<file path="config.mk">
export PLATFORM = sky130hd
export DESIGN_NAME = temperature_unit_record_parser
export DESIGN_NICKNAME = d
export VERILOG_FILES = /design/src/rtl/tup_pkg.sv /design/src/rtl/tup_word_match.sv /design/src/rtl/temperature_unit_record_parser.sv
export SDC_FILE = /design/constraint.sdc
export NUM_CORES = 1
export LEC_CHECK = 0
export BUFFER_PORTS_ARGS = -buffer_cell sky130_fd_sc_hd__buf_2
export CAP_MARGIN = 20
export CORE_MARGIN = 4
export CORE_UTILIZATION = 45
export DETAILED_ROUTE_END_ITERATION = 16
export PLACE_DENSITY = 0.69
export SLEW_MARGIN = 15
export SYNTH_ARGS = -nofsm -noshare
export SYNTH_HDL_FRONTEND = slang
export SYNTH_SLANG_ARGS = --single-unit
export TNS_END_PERCENT = 5
</file>
<file path="constraint.sdc">
create_clock -name aclk -period 4.36 [get_ports aclk]
set_input_delay 0.872 -clock aclk [delete_from_list [all_inputs] [get_ports aclk]]
set_output_delay 0.872 -clock aclk [all_outputs]
set_load 0.005 [all_outputs]
</file>
<file path="src/rtl/tup_pkg.sv">
package tup_pkg;

    typedef enum logic [1:0] {
        UNIT_UNKNOWN    = 2'd0,
        UNIT_CELSIUS    = 2'd1,
        UNIT_FAHRENHEIT = 2'd2
    } tup_unit_t;

    localparam int unsigned BLOCK_LEN = 11;
    localparam logic [8*BLOCK_LEN-1:0] BLOCK_TEXT = "FDFILEBLOCK";

    localparam int unsigned C_LEN = 7;
    localparam logic [8*C_LEN-1:0] C_WORD = "celsius";

    localparam int unsigned F_LEN = 10;
    localparam logic [8*F_LEN-1:0] F_WORD = "fahrenheit";

    localparam logic [7:0] BLANK_MAX = 8'h20;
    localparam logic [7:0] CH_COMMA  = 8'h2C;
    localparam logic [7:0] CH_ZERO   = 8'h30;
    localparam logic [7:0] CH_ONE    = 8'h31;
    localparam logic [7:0] CASE_GAP  = 8'd32;

    typedef struct packed {
        logic       step;
        logic       close;
        logic       letter;
        logic       prev_letter;
        logic [7:0] low;
    } tup_sym_t;

endpackage

</file>
<file path="src/rtl/tup_word_match.sv">
module tup_word_match
    import tup_pkg::*;
#(
    parameter int unsigned WLEN = 7,
    parameter logic [8*WLEN-1:0] WORD = "celsius"
) (
    input  logic     aclk,
    input  logic     aresetn,
    input  tup_sym_t sym,
    output logic     found
);

    localparam int unsigned IW = $clog2(WLEN + 1);

    logic [IW-1:0] idx_reg;
    logic [IW-1:0] idx_next;
    logic          found_reg;
    logic          adv;
    logic          first_hit;
    logic          ended;
    logic          hit;

    always_comb begin
        adv = 1'b0;
        for (int i = 1; i < WLEN; i++) begin
            if (idx_reg == IW'(i) && sym.low == WORD[8*(WLEN-1-i) +: 8]) begin
                adv = 1'b1;
            end
        end
        first_hit = (sym.low == WORD[8*(WLEN-1) +: 8]);
        if (!sym.letter) begin
            idx_next = '0;
        end else if (!sym.prev_letter) begin
            idx_next = first_hit ? IW'(1) : '0;
        end else if (adv) begin
            idx_next = idx_reg + IW'(1);
        end else begin
            idx_next = '0;
        end
        ended = !sym.letter && (idx_reg == IW'(WLEN));
        hit   = sym.letter ? (idx_next == IW'(WLEN)) : ended;
        found = found_reg | hit;
    end

    always_ff @(posedge aclk) begin
        if (!aresetn) begin
            idx_reg   <= '0;
            found_reg <= 1'b0;
        end else if (sym.step) begin
            if (sym.close) begin
                idx_reg   <= '0;
                found_reg <= 1'b0;
            end else begin
                idx_reg   <= idx_next;
                found_reg <= found_reg | ended;
            end
        end
    end

endmodule

</file>
<file path="src/rtl/temperature_unit_record_parser.sv">
// Channel  | Ports                                  | Moves
// s_       | s_valid s_ready s_rx_byte             | one record byte per transfer,
//          | s_end_of_record                        | last byte flagged
// m_       | m_valid m_ready m_unit_code            | one unit code per record
//
// One byte per cycle unless the last byte waits for the result slot: input register, then
// the scan stage updates the trim, prefix and word matchers and loads the result register
// on the last byte. m_valid rises once the scan stage has loaded the result register.
// aresetn is synchronous, active low, and clears all record state.
// A stalled result holds the next record's last byte and s_ready; its earlier bytes flow.
module temperature_unit_record_parser
    import tup_pkg::*;
#(
    parameter int unsigned MAX_LEN = 64
) (
    input  logic       aclk,
    input  logic       aresetn,
    input  logic       s_valid,
    output logic       s_ready,
    input  logic [7:0] s_rx_byte,
    input  logic       s_end_of_record,
    output logic       m_valid,
    input  logic       m_ready,
    output logic [1:0] m_unit_code
);

    localparam int unsigned LEN_CAP = MAX_LEN + 1;
    localparam int unsigned LW      = $clog2(MAX_LEN + 2);
    localparam int unsigned PW      = $clog2(BLOCK_LEN + 1);

    logic        pipe_valid_reg;
    logic [7:0]  pipe_byte_reg;
    logic        pipe_last_reg;

    logic        m_valid_reg;
    tup_unit_t   m_unit_reg;

    logic          seen_reg, seen_next;
    logic [LW-1:0] run_reg, run_next;
    logic [LW-1:0] tlen_reg, tlen_next;
    logic [PW-1:0] pidx_reg, pidx_next;
    logic          pmatch_reg, pmatch_next;
    logic [7:0]    first_reg, first_next;
    logic [7:0]    second_reg, second_next;
    logic          prev_letter_reg;

    logic          out_free;
    logic          proc;
    logic          content;
    logic          upper;
    logic          mismatch;
    logic [LW:0]   tsum;
    tup_sym_t      sym;
    logic          c_found;
    logic          f_found;
    tup_unit_t     code;

    assign out_free = !m_valid_reg || m_ready;
    assign proc     = pipe_valid_reg && (!pipe_last_reg || out_free);
    assign s_ready  = !pipe_valid_reg || proc;

    assign m_valid     = m_valid_reg;
    assign m_unit_code = m_unit_reg;

    always_ff @(posedge aclk) begin
        if (!aresetn) begin
            pipe_valid_reg <= 1'b0;
        end else if (s_ready) begin
            pipe_valid_reg <= s_valid;
        end
    end

    always_ff @(posedge aclk) begin
        if (s_ready && s_valid) begin
            pipe_byte_reg <= s_rx_byte;
            pipe_last_reg <= s_end_of_record;
        end
    end

    always_comb begin
        content = pipe_byte_reg > BLANK_MAX;
        upper   = pipe_byte_reg inside {[8'h41:8'h5A]};

        sym.step        = proc;
        sym.close       = pipe_last_reg;
        sym.letter      = upper || (pipe_byte_reg inside {[8'h61:8'h7A]});
        sym.prev_letter = prev_letter_reg;
        sym.low         = upper ? pipe_byte_reg + CASE_GAP : pipe_byte_reg;

        mismatch = 1'b0;
        for (int i = 1; i < BLOCK_LEN; i++) begin
            if (pidx_reg == PW'(i) &&
                pipe_byte_reg != BLOCK_TEXT[8*(BLOCK_LEN-1-i) +: 8]) begin
                mismatch = 1'b1;
            end
        end

        tsum = {1'b0, tlen_reg} + {1'b0, run_reg} + (LW+1)'(1);

        seen_next   = seen_reg;
        run_next    = run_reg;
        tlen_next   = tlen_reg;
        pidx_next   = pidx_reg;
        pmatch_next = pmatch_reg;
        first_next  = first_reg;
        second_next = second_reg;

        if (content && !seen_reg) begin
            seen_next   = 1'b1;
            first_next  = pipe_byte_reg;
            tlen_next   = LW'(1);
            run_next    = '0;
            pmatch_next = (pipe_byte_reg == BLOCK_TEXT[8*BLOCK_LEN-1 -: 8]);
            pidx_next   = PW'(1);
        end else if (seen_reg) begin
            if (pidx_reg == PW'(1)) begin
                second_next = pipe_byte_reg;
            end
            if (pidx_reg < PW'(BLOCK_LEN)) begin
                if (mismatch) begin
                    pmatch_next = 1'b0;
                end
                pidx_next = pidx_reg + PW'(1);
            end
            if (content) begin
                tlen_next = (tsum > (LW+1)'(LEN_CAP)) ? LW'(LEN_CAP) : tsum[LW-1:0];
                run_next  = '0;
            end else if (run_reg < LW'(LEN_CAP)) begin
                run_next = run_reg + LW'(1);
            end
        end

        if (!seen_next || tlen_next > LW'(MAX_LEN)) begin
            code = UNIT_UNKNOWN;
        end else if (pidx_next == PW'(BLOCK_LEN) && pmatch_next) begin
            code = UNIT_UNKNOWN;
        end else if (c_found && !f_found) begin
            code = UNIT_CELSIUS;
        end else if (f_found && !c_found) begin
            code = UNIT_FAHRENHEIT;
        end else if (c_found && f_found) begin
            code = UNIT_UNKNOWN;
        end else if (tlen_next >= LW'(2) && second_next == CH_COMMA &&
                     first_next == CH_ZERO) begin
            code = UNIT_CELSIUS;
        end else if (tlen_next >= LW'(2) && second_next == CH_COMMA &&
                     first_next == CH_ONE) begin
            code = UNIT_FAHRENHEIT;
        end else begin
            code = UNIT_UNKNOWN;
        end
    end

    tup_word_match #(
        .WLEN (C_LEN),
        .WORD (C_WORD)
    ) u_celsius (
        .aclk    (aclk),
        .aresetn (aresetn),
        .sym     (sym),
        .found   (c_found)
    );

    tup_word_match #(
        .WLEN (F_LEN),
        .WORD (F_WORD)
    ) u_fahrenheit (
        .aclk    (aclk),
        .aresetn (aresetn),
        .sym     (sym),
        .found   (f_found)
    );

    // record state; clear on the last byte
    always_ff @(posedge aclk) begin
        if (!aresetn) begin
            seen_reg        <= 1'b0;
            run_reg         <= '0;
            tlen_reg        <= '0;
            pidx_reg        <= '0;
            pmatch_reg      <= 1'b1;
            first_reg       <= '0;
            second_reg      <= '0;
            prev_letter_reg <= 1'b0;
        end else if (proc) begin
            if (pipe_last_reg) begin
                seen_reg        <= 1'b0;
                run_reg         <= '0;
                tlen_reg        <= '0;
                pidx_reg        <= '0;
                pmatch_reg      <= 1'b1;
                first_reg       <= '0;
                second_reg      <= '0;
                prev_letter_reg <= 1'b0;
            end else begin
                seen_reg        <= seen_next;
                run_reg         <= run_next;
                tlen_reg        <= tlen_next;
                pidx_reg        <= pidx_next;
                pmatch_reg      <= pmatch_next;
                first_reg       <= first_next;
                second_reg      <= second_next;
                prev_letter_reg <= sym.letter;
            end
        end
    end

    always_ff @(posedge aclk) begin
        if (!aresetn) begin
            m_valid_reg <= 1'b0;
        end else if (proc && pipe_last_reg) begin
            m_valid_reg <= 1'b1;
        end else if (m_ready) begin
            m_valid_reg <= 1'b0;
        end
    end

    always_ff @(posedge aclk) begin
        if (proc && pipe_last_reg) begin
            m_unit_reg <= code;
        end
    end

`ifndef SYNTH
    a_close_gives_result: assert property (@(posedge aclk) disable iff (!aresetn)
        proc && pipe_last_reg |=> m_valid)
        else $error("record close did not load a result");

    a_last_waits_for_slot: assert property (@(posedge aclk) disable iff (!aresetn)
        pipe_valid_reg && pipe_last_reg && m_valid_reg && !m_ready |-> !proc && !s_ready)
        else $error("last byte processed while result slot full");

    a_close_clears_state: assert property (@(posedge aclk) disable iff (!aresetn)
        proc && pipe_last_reg |=> !seen_reg && tlen_reg == '0 && pidx_reg == '0)
        else $error("record state not cleared after close");

    a_length_capped: assert property (@(posedge aclk) disable iff (!aresetn)
        tlen_reg <= LW'(LEN_CAP) && run_reg <= LW'(LEN_CAP))
        else $error("length counter past saturation");
`endif

endmodule

</file>
* Yosys cells after proc, flatten, opt, wreduce, memory -nomap -nowiden
Cells that the tools add are included.
** Word-level totals
- Word-level logic and storage cells :: 228
- Output and inout port bits :: 4
- Register bits :: 59
** Cells by class
- Muxes and demuxes :: 75
- Equal/unequal tests :: 55
- Reduce and logical (&&, ||, !) cells :: 59
- Add/sub/neg operators :: 7
- Order comparisons :: 10
- Bitwise logic cells :: 4
** Operator list (number)
- 8-bit by 7-bit == test with 1-bit output (second input constant) :: 13
- 8-bit by 7-bit != test with 1-bit output (second input constant) :: 9
- 7-bit 2-to-1 mux :: 10
- 8-bit 2-to-1 mux :: 7
- 1-bit 2-to-1 mux :: 42
- 1-bit logical AND :: 40
- 4-bit by 3-bit == test with 1-bit output (second input constant) :: 8
- 4-bit == test (second input constant) :: 8
- 4-bit 2-to-1 mux :: 8
- 8-bit by 6-bit == test with 1-bit output (second input constant) :: 3
- 4-bit by 2-bit == test with 1-bit output (second input constant) :: 4
- 8-bit by 7-bit greater-or-equal comparator with 1-bit output (second input constant) :: 2
- 8-bit by 7-bit less-or-equal comparator with 1-bit output (second input constant) :: 2
- 3-bit == test (second input constant) :: 5
- 3-bit 2-to-1 mux :: 4
- 4-bit by 1-bit adder with 4-bit output (second input constant) :: 2
- 7-bit by 7-bit adder with 8-bit output :: 1
- 8-bit by 1-bit adder with 8-bit output (second input constant) :: 1
- 8-bit by 6-bit adder with 8-bit output (second input constant) :: 1
- 4-bit by 1-bit == test with 1-bit output (second input constant) :: 2
- 8-bit by 6-bit greater-than comparator with 1-bit output (second input constant) :: 1
- 8-bit by 7-bit greater-than comparator with 1-bit output (second input constant) :: 1
- 1-bit zero test :: 8
- 2-bit 2-to-1 mux :: 4
- other kinds (16) :: 24

* Depth between registers and ports, before layout
- Word-level depth :: 24
- Mapped depth :: 11
- Gate-level depth less buffers :: 11

* Hierarchy
From an unflattened synthesis, not the netlist that was laid out.
** Second synthesis, totals
- Cells, all modules :: 468
- Area total of the unflattened synthesis :: 3981.3 sq um
** Modules (own cells, without submodules)
- temperature_unit_record_parser :: cells an instance 351, area each 3076.7 sq um, instances 1
- tup_word_match at u_fahrenheit :: cells an instance 65, area each 506.7 sq um, instances 1
- tup_word_match at u_celsius :: cells an instance 52, area each 397.9 sq um, instances 1

* Worst setup path after synthesis
OpenSTA, ideal clock, no wires.
- Kind :: register -> register
- From :: reg run_reg[0]
- To :: reg m_unit_reg[0], in the netlist m_unit_code[0] (data pin)
- Setup slack :: 1.807 ns
- Cell stages (with the launch flop) :: 12
- Library setup time :: 0.268 ns
- Required time :: 4.092 ns
- Data arrival time :: 2.285 ns
- Clock period less this slack :: 2.553 ns
- Path through :: dfxtp_1 -> inv_1 -> ha_1 -> fa_1 -> nand2b_1 -> a21oi_1 -> xor2_1 -> o22ai_1 -> o211ai_1 -> a311o_1 -> a31oi_1 -> nor4_2
** On the way
- Cells in the longest elaborated chain, start to end :: 14
** Ends and longest elaborated chain
- start, declared :: RTL line temperature_unit_record_parser.sv:39 : logic [LW-1:0] run_reg, run_next;
- start signal, assigned :: RTL line temperature_unit_record_parser.sv:197 : run_reg <= run_next;
- 7-bit by 7-bit adder with 8-bit output (*) :: RTL line temperature_unit_record_parser.sv:98 : tsum = {1'b0, tlen_reg} + {1'b0, run_reg} + (LW+1)'(1);
- 8-bit by 1-bit adder with 8-bit output (*) :: RTL line temperature_unit_record_parser.sv:98
- 8-bit by 7-bit greater-than comparator with 1-bit output :: RTL line temperature_unit_record_parser.sv:126 : tlen_next = (tsum > (LW+1)'(LEN_CAP)) ? LW'(LEN_CAP) : tsum[LW-1:0];
- 7-bit 2-to-1 mux (*) :: RTL line temperature_unit_record_parser.sv:126
- 7-bit 2-to-1 mux (*) :: RTL line temperature_unit_record_parser.sv:125 : if (content) begin
- 7-bit 2-to-1 mux (*) :: RTL line temperature_unit_record_parser.sv:115 : end else if (seen_reg) begin
- 7-bit 2-to-1 mux (*) :: RTL line temperature_unit_record_parser.sv:108 : if (content && !seen_reg) begin
- 7-bit by 2-bit greater-or-equal comparator with 1-bit output :: RTL line temperature_unit_record_parser.sv:143 : end else if (tlen_next >= LW'(2) && second_next == CH_COMMA &&
- 1-bit logical AND (2 in series) :: RTL line temperature_unit_record_parser.sv:143
- 2-bit 2-to-1 mux :: RTL line temperature_unit_record_parser.sv:143
- 2-bit 2-to-1 mux :: RTL line temperature_unit_record_parser.sv:141 : end else if (c_found && f_found) begin
- 2-bit 2-to-1 mux :: RTL line temperature_unit_record_parser.sv:139 : end else if (f_found && !c_found) begin
- 1-bit 2-to-1 mux :: RTL line temperature_unit_record_parser.sv:137 : end else if (c_found && !f_found) begin
- end signal, assigned :: RTL line temperature_unit_record_parser.sv:220 : m_unit_reg <= code;
- end, declared :: RTL line temperature_unit_record_parser.sv:36 : tup_unit_t m_unit_reg;
Mark *: on every way between the ends. The rest lies on a longest branch, timed or not.
A chain may end at the register's enable or synchronous reset.

* Worst setup path after layout
Same ends and word-level chain as after synthesis.

==> reports/summary.json <==
{
  "logic_synthesis": {
    "synth-edff-count": 11,
    "synth_seq_area_share_pct": 33.1,
    "ys_ff_latch": 59,
    "synth_fp_nets": 493,
    "yosysUniqueCellTypes": 82,
    "synthesis.area_per_instance_um2": 8.57,
    "yosysWarningCount": 0,
    "synth_cells": 455,
    "postSynth.asyncResetShare_pct": 0,
    "dominantRegCellSynth": "dfxtp_1",
    "mappedNetlistArea_mm2": 0.00390
  },
  "clock_tree": {
    "clk_transition_reported_paths_ns": 0.06,
    "number_of_sinks_on_the_clock_net": 59,
    "ctsResizeCount": 0,
    "worstSkewPairLatency_ns": 0.35,
    "tritoncts.num_buffers": 9,
    "tritoncts_clock_tree": "yes",
    "ctsHoldBuffers": 0,
    "cts.root.buffer_cell": "clkbuf_8",
    "postCtsSetupRepairBufs": 0,
    "ctsLongestPathBuffers": 2,
    "htree_num_levels": 3
  },
  "critical_path": {
    "worst-endpoint-required_ns": 4.51,
    "timing.setup.critical_path_class": "reg2reg",
    "crit_path_cell_trace": "inv_1 > ha_1 > fa_1 > nand2b_1 > a21oi_1 > xor2_1 > o22ai_1 > o211ai_1 > a311o_1 > a31oi_1 > nor4_2",
    "max_stage_delay_ns": 0.43,
    "reg2reg_setup_slack_ns": 1.28,
    "critPathSlowestCell": "fa_1",
    "critPathLaunchType": "flop",
    "critPathArrivalTime_ns": 3.23,
    "critical_path_buf_inv_count": 1,
    "regToRegEndpoint": "m_unit_code[0]$_SDFFCE_PP0P_",
    "end_kind": "flop",
    "worstReg2RegStart": "run_reg[0]$_SDFFE_PN0P_",
    "worst-r2r-cell-count": 11,
    "worst-path-stages": 11,
    "critical-path-top-delay-family": "compound AO/OA/AOI/OAI gates",
    "cp_max_fo": 5
  },
  "floorplanning": {
    "start_util_pct": 46.8,
    "die_y_um": 101,
    "dieArea_mm2": 0.0102,
    "die_w_um": 101,
    "design.core.area_mm2": 0.00834,
    "std_cell_rows": 33,
    "num_io_pins": 17
  },
  "sta": {
    "post-route-period-util_pct": 70.6,
    "unrepaired_setup_endpoints_after_global_routing": "false",
    "finalCriticalPeriod_ns": 3.08,
    "max_clock_freq_mhz": 325,
    "setup_viol_count_final": 0,
    "maxSlewViolCount": 0,
    "finalHoldViolations": 0,
    "fin_skew_ns": 0.0101,
    "tightestPinTransition_ns": 0.722,
    "worst_slew_margin_rel_pct": 51.3,
    "finalSetupTns_ns": 0
  },
  "global_routing": {
    "grt_pass1_vias": 3184,
    "groute.usage.overall_pct": 19.6,
    "grt_pass1_wl_um": 15900,
    "grt.overflow.total": 0,
    "grt_antenna_before_repair": 0,
    "grt_start_max_net_pins": 43
  },
  "cells_and_area": {
    "antennaDiodeCount": 0,
    "drive_gt1_share_pct": 10.1,
    "fin_cells": 570,
    "layout_commonest_cell": "dfxtp_1",
    "area.growth.synth_to_final_pct": 6.80,
    "post_layout_net_count": 499,
    "final_design_area_no_fill_mm2": 0.00417,
    "fillCellCount": 817,
    "final_cell_mix": "dfxtp_1, nor2b_1, nand2_1",
    "layout.core_utilization_pct": 49.9
  },
  "power_and_ir_drop": {
    "p_leak_nw": 1.49,
    "power.combinational.fraction_pct": 9.1,
    "power.sequential.fraction_pct": 53.0,
    "maximum_vdd_drop_mv": 0.206,
    "p_int_uw": 827,
    "power.density_mw_per_mm2": 268,
    "total_switching_power_uw": 288,
    "share_clk_of_total_power_pct": 37.9,
    "sw_frac_of_total_pct": 25.8
  },
  "detailed_routing": {
    "antenna_left": 0,
    "met2WireLength_um": 4260,
    "route.detailed.drc": 0,
    "routed.top_layer": "met4",
    "detail_route.wl_per_cell_um": 16.5,
    "vias": 3457,
    "drt_iter0_markers": 279,
    "wl_met1_um": 4430,
    "routed_wl_um": 9420,
    "drt-pass1-iter-count": 4,
    "wl_met3_um": 448,
    "via_per_instance_ratio": 6.06
  },
  "placed_design": {
    "placed_cell_area_mm2": 0.00401,
    "place.detailed.hpwl_um": 6800,
    "rd_place_congestion": 0.981,
    "place.port_buffers": 16,
    "placed_cells": 555
  },
  "hold_path": {
    "hold_end": "u_fahrenheit.found_reg$_SDFFE_PN0P_",
    "min_path_cells": 2,
    "worstHoldStart": "u_fahrenheit.found_reg$_SDFFE_PN0P_",
    "holdCritPathClass": "reg2reg"
  },
  "outcome": {
    "outcome": "complete, no violations"
  },
  "flow_run": {
    "cap_violations": 0
  }
}
-- layout make-up --
class	instances	area, um2	area share, %
clock buffers	15	156	3.75
inverters	22	82.6	1.98
multi-input cells	353	2420	58.2
flip-flops and latches	59	1290	31.0
well taps	105	131	3.15
repair buffers	16	80.1	1.92
-- kinds of logic after synthesis --
family,after synthesis,synth area share (%)
compound gates,139,24.7
mux,3,0.802
buf+inv,43,4.75
simple gates,178,26.6
xor+xnor,8,1.80
flops,59,33.1
fa+ha+maj,25,8.21
-- worst min-delay path, cell delays in order, from the launching register on --
cell     delay, ns
dfxtp_1       0.30
inv_1         0.07
a21oi_1       0.06
-- cells in the mapped netlist, drive strengths merged, types with 4 or more instances --
| library cell | n | share of area [%] |
|---|---|---|
| or3 | 4 | 0.64 |
| nand3 | 17 | 2.3 |
| o22ai | 5 | 0.80 |
| a31oi | 7 | 1.3 |
| xor2 | 6 | 1.3 |
| clkbuf | 11 | 1.1 |
| o211ai | 4 | 0.77 |
| nand2 | 30 | 3.0 |
| o21ai | 33 | 4.3 |
| nor3 | 9 | 1.4 |
| edfxtp | 11 | 8.5 |
| buf | 10 | 1.6 |
| dfxtp | 48 | 25 |
| nor4 | 8 | 1.6 |
| and2 | 7 | 1.1 |
| inv | 22 | 2.1 |
| nand4 | 6 | 0.96 |
| ha | 24 | 7.7 |
| nand2b | 11 | 2.0 |
| o31ai | 5 | 1.1 |
| nor2 | 27 | 2.6 |
| a22oi | 24 | 4.6 |
| a21oi | 20 | 2.7 |
| a21boi | 13 | 2.5 |
| and3 | 6 | 0.96 |
| nor2b | 31 | 5.0 |
-- power by group through the flow --
stage	registers, mW	clock network (mW)	logic [mW]
detailed placement	0.603	0	0.101
CTS	0.591	0.437	0.101
floorplan	0.585	0	0.0893
global placement	0.602	0	0.0995
global route	0.593	0.464	0.114
finish	0.592	0.422	0.101
-- through the flow --
| stage | hold WS, ns | total power [mW] | setup slack (ns) |
|---|---|---|---|
| 4_1_cts | 0.471 | 1.13 | 1.34 |
| 5_1_grt | 0.506 | 1.17 | 1.05 |
| 3_5_place_dp | 0.461 | 0.703 | 1.38 |
| 6_report | 0.474 | 1.12 | 1.28 |
| 2_1_floorplan | 0.430 | 0.675 | 1.81 |
| 3_3_place_gp | 0.455 | 0.702 | 1.42 |
-- how the worst max path moves through the flow --
| stage | from | to | slack (ns) |
|---|---|---|---|
| after global routing | run_reg[0]$_SDFFE_PN0P_ | m_unit_code[0]$_SDFFCE_PP0P_ | 1.05 |
| after detailed placement | run_reg[0]$_SDFFE_PN0P_ | m_unit_code[0]$_SDFFCE_PP0P_ | 1.38 |
| final | run_reg[0]$_SDFFE_PN0P_ | m_unit_code[0]$_SDFFCE_PP0P_ | 1.28 |
| after floorplan | run_reg[0]$_SDFFE_PN0P_ | m_unit_code[0]$_SDFFCE_PP0P_ | 1.81 |
| after global placement | run_reg[0]$_SDFFE_PN0P_ | m_unit_code[0]$_SDFFCE_PP0P_ | 1.42 |
| after CTS | run_reg[0]$_SDFFE_PN0P_ | m_unit_code[0]$_SDFFCE_PP0P_ | 1.34 |
-- routing by layer --
layer  vias up  global-route usage (%)
met5         -                       0
met3        24                    3.67
met1      1606                    26.5
met2       121                    29.6
li1       1706                       -
met4         0                    10.2
(Power assumes the default switching activity.)
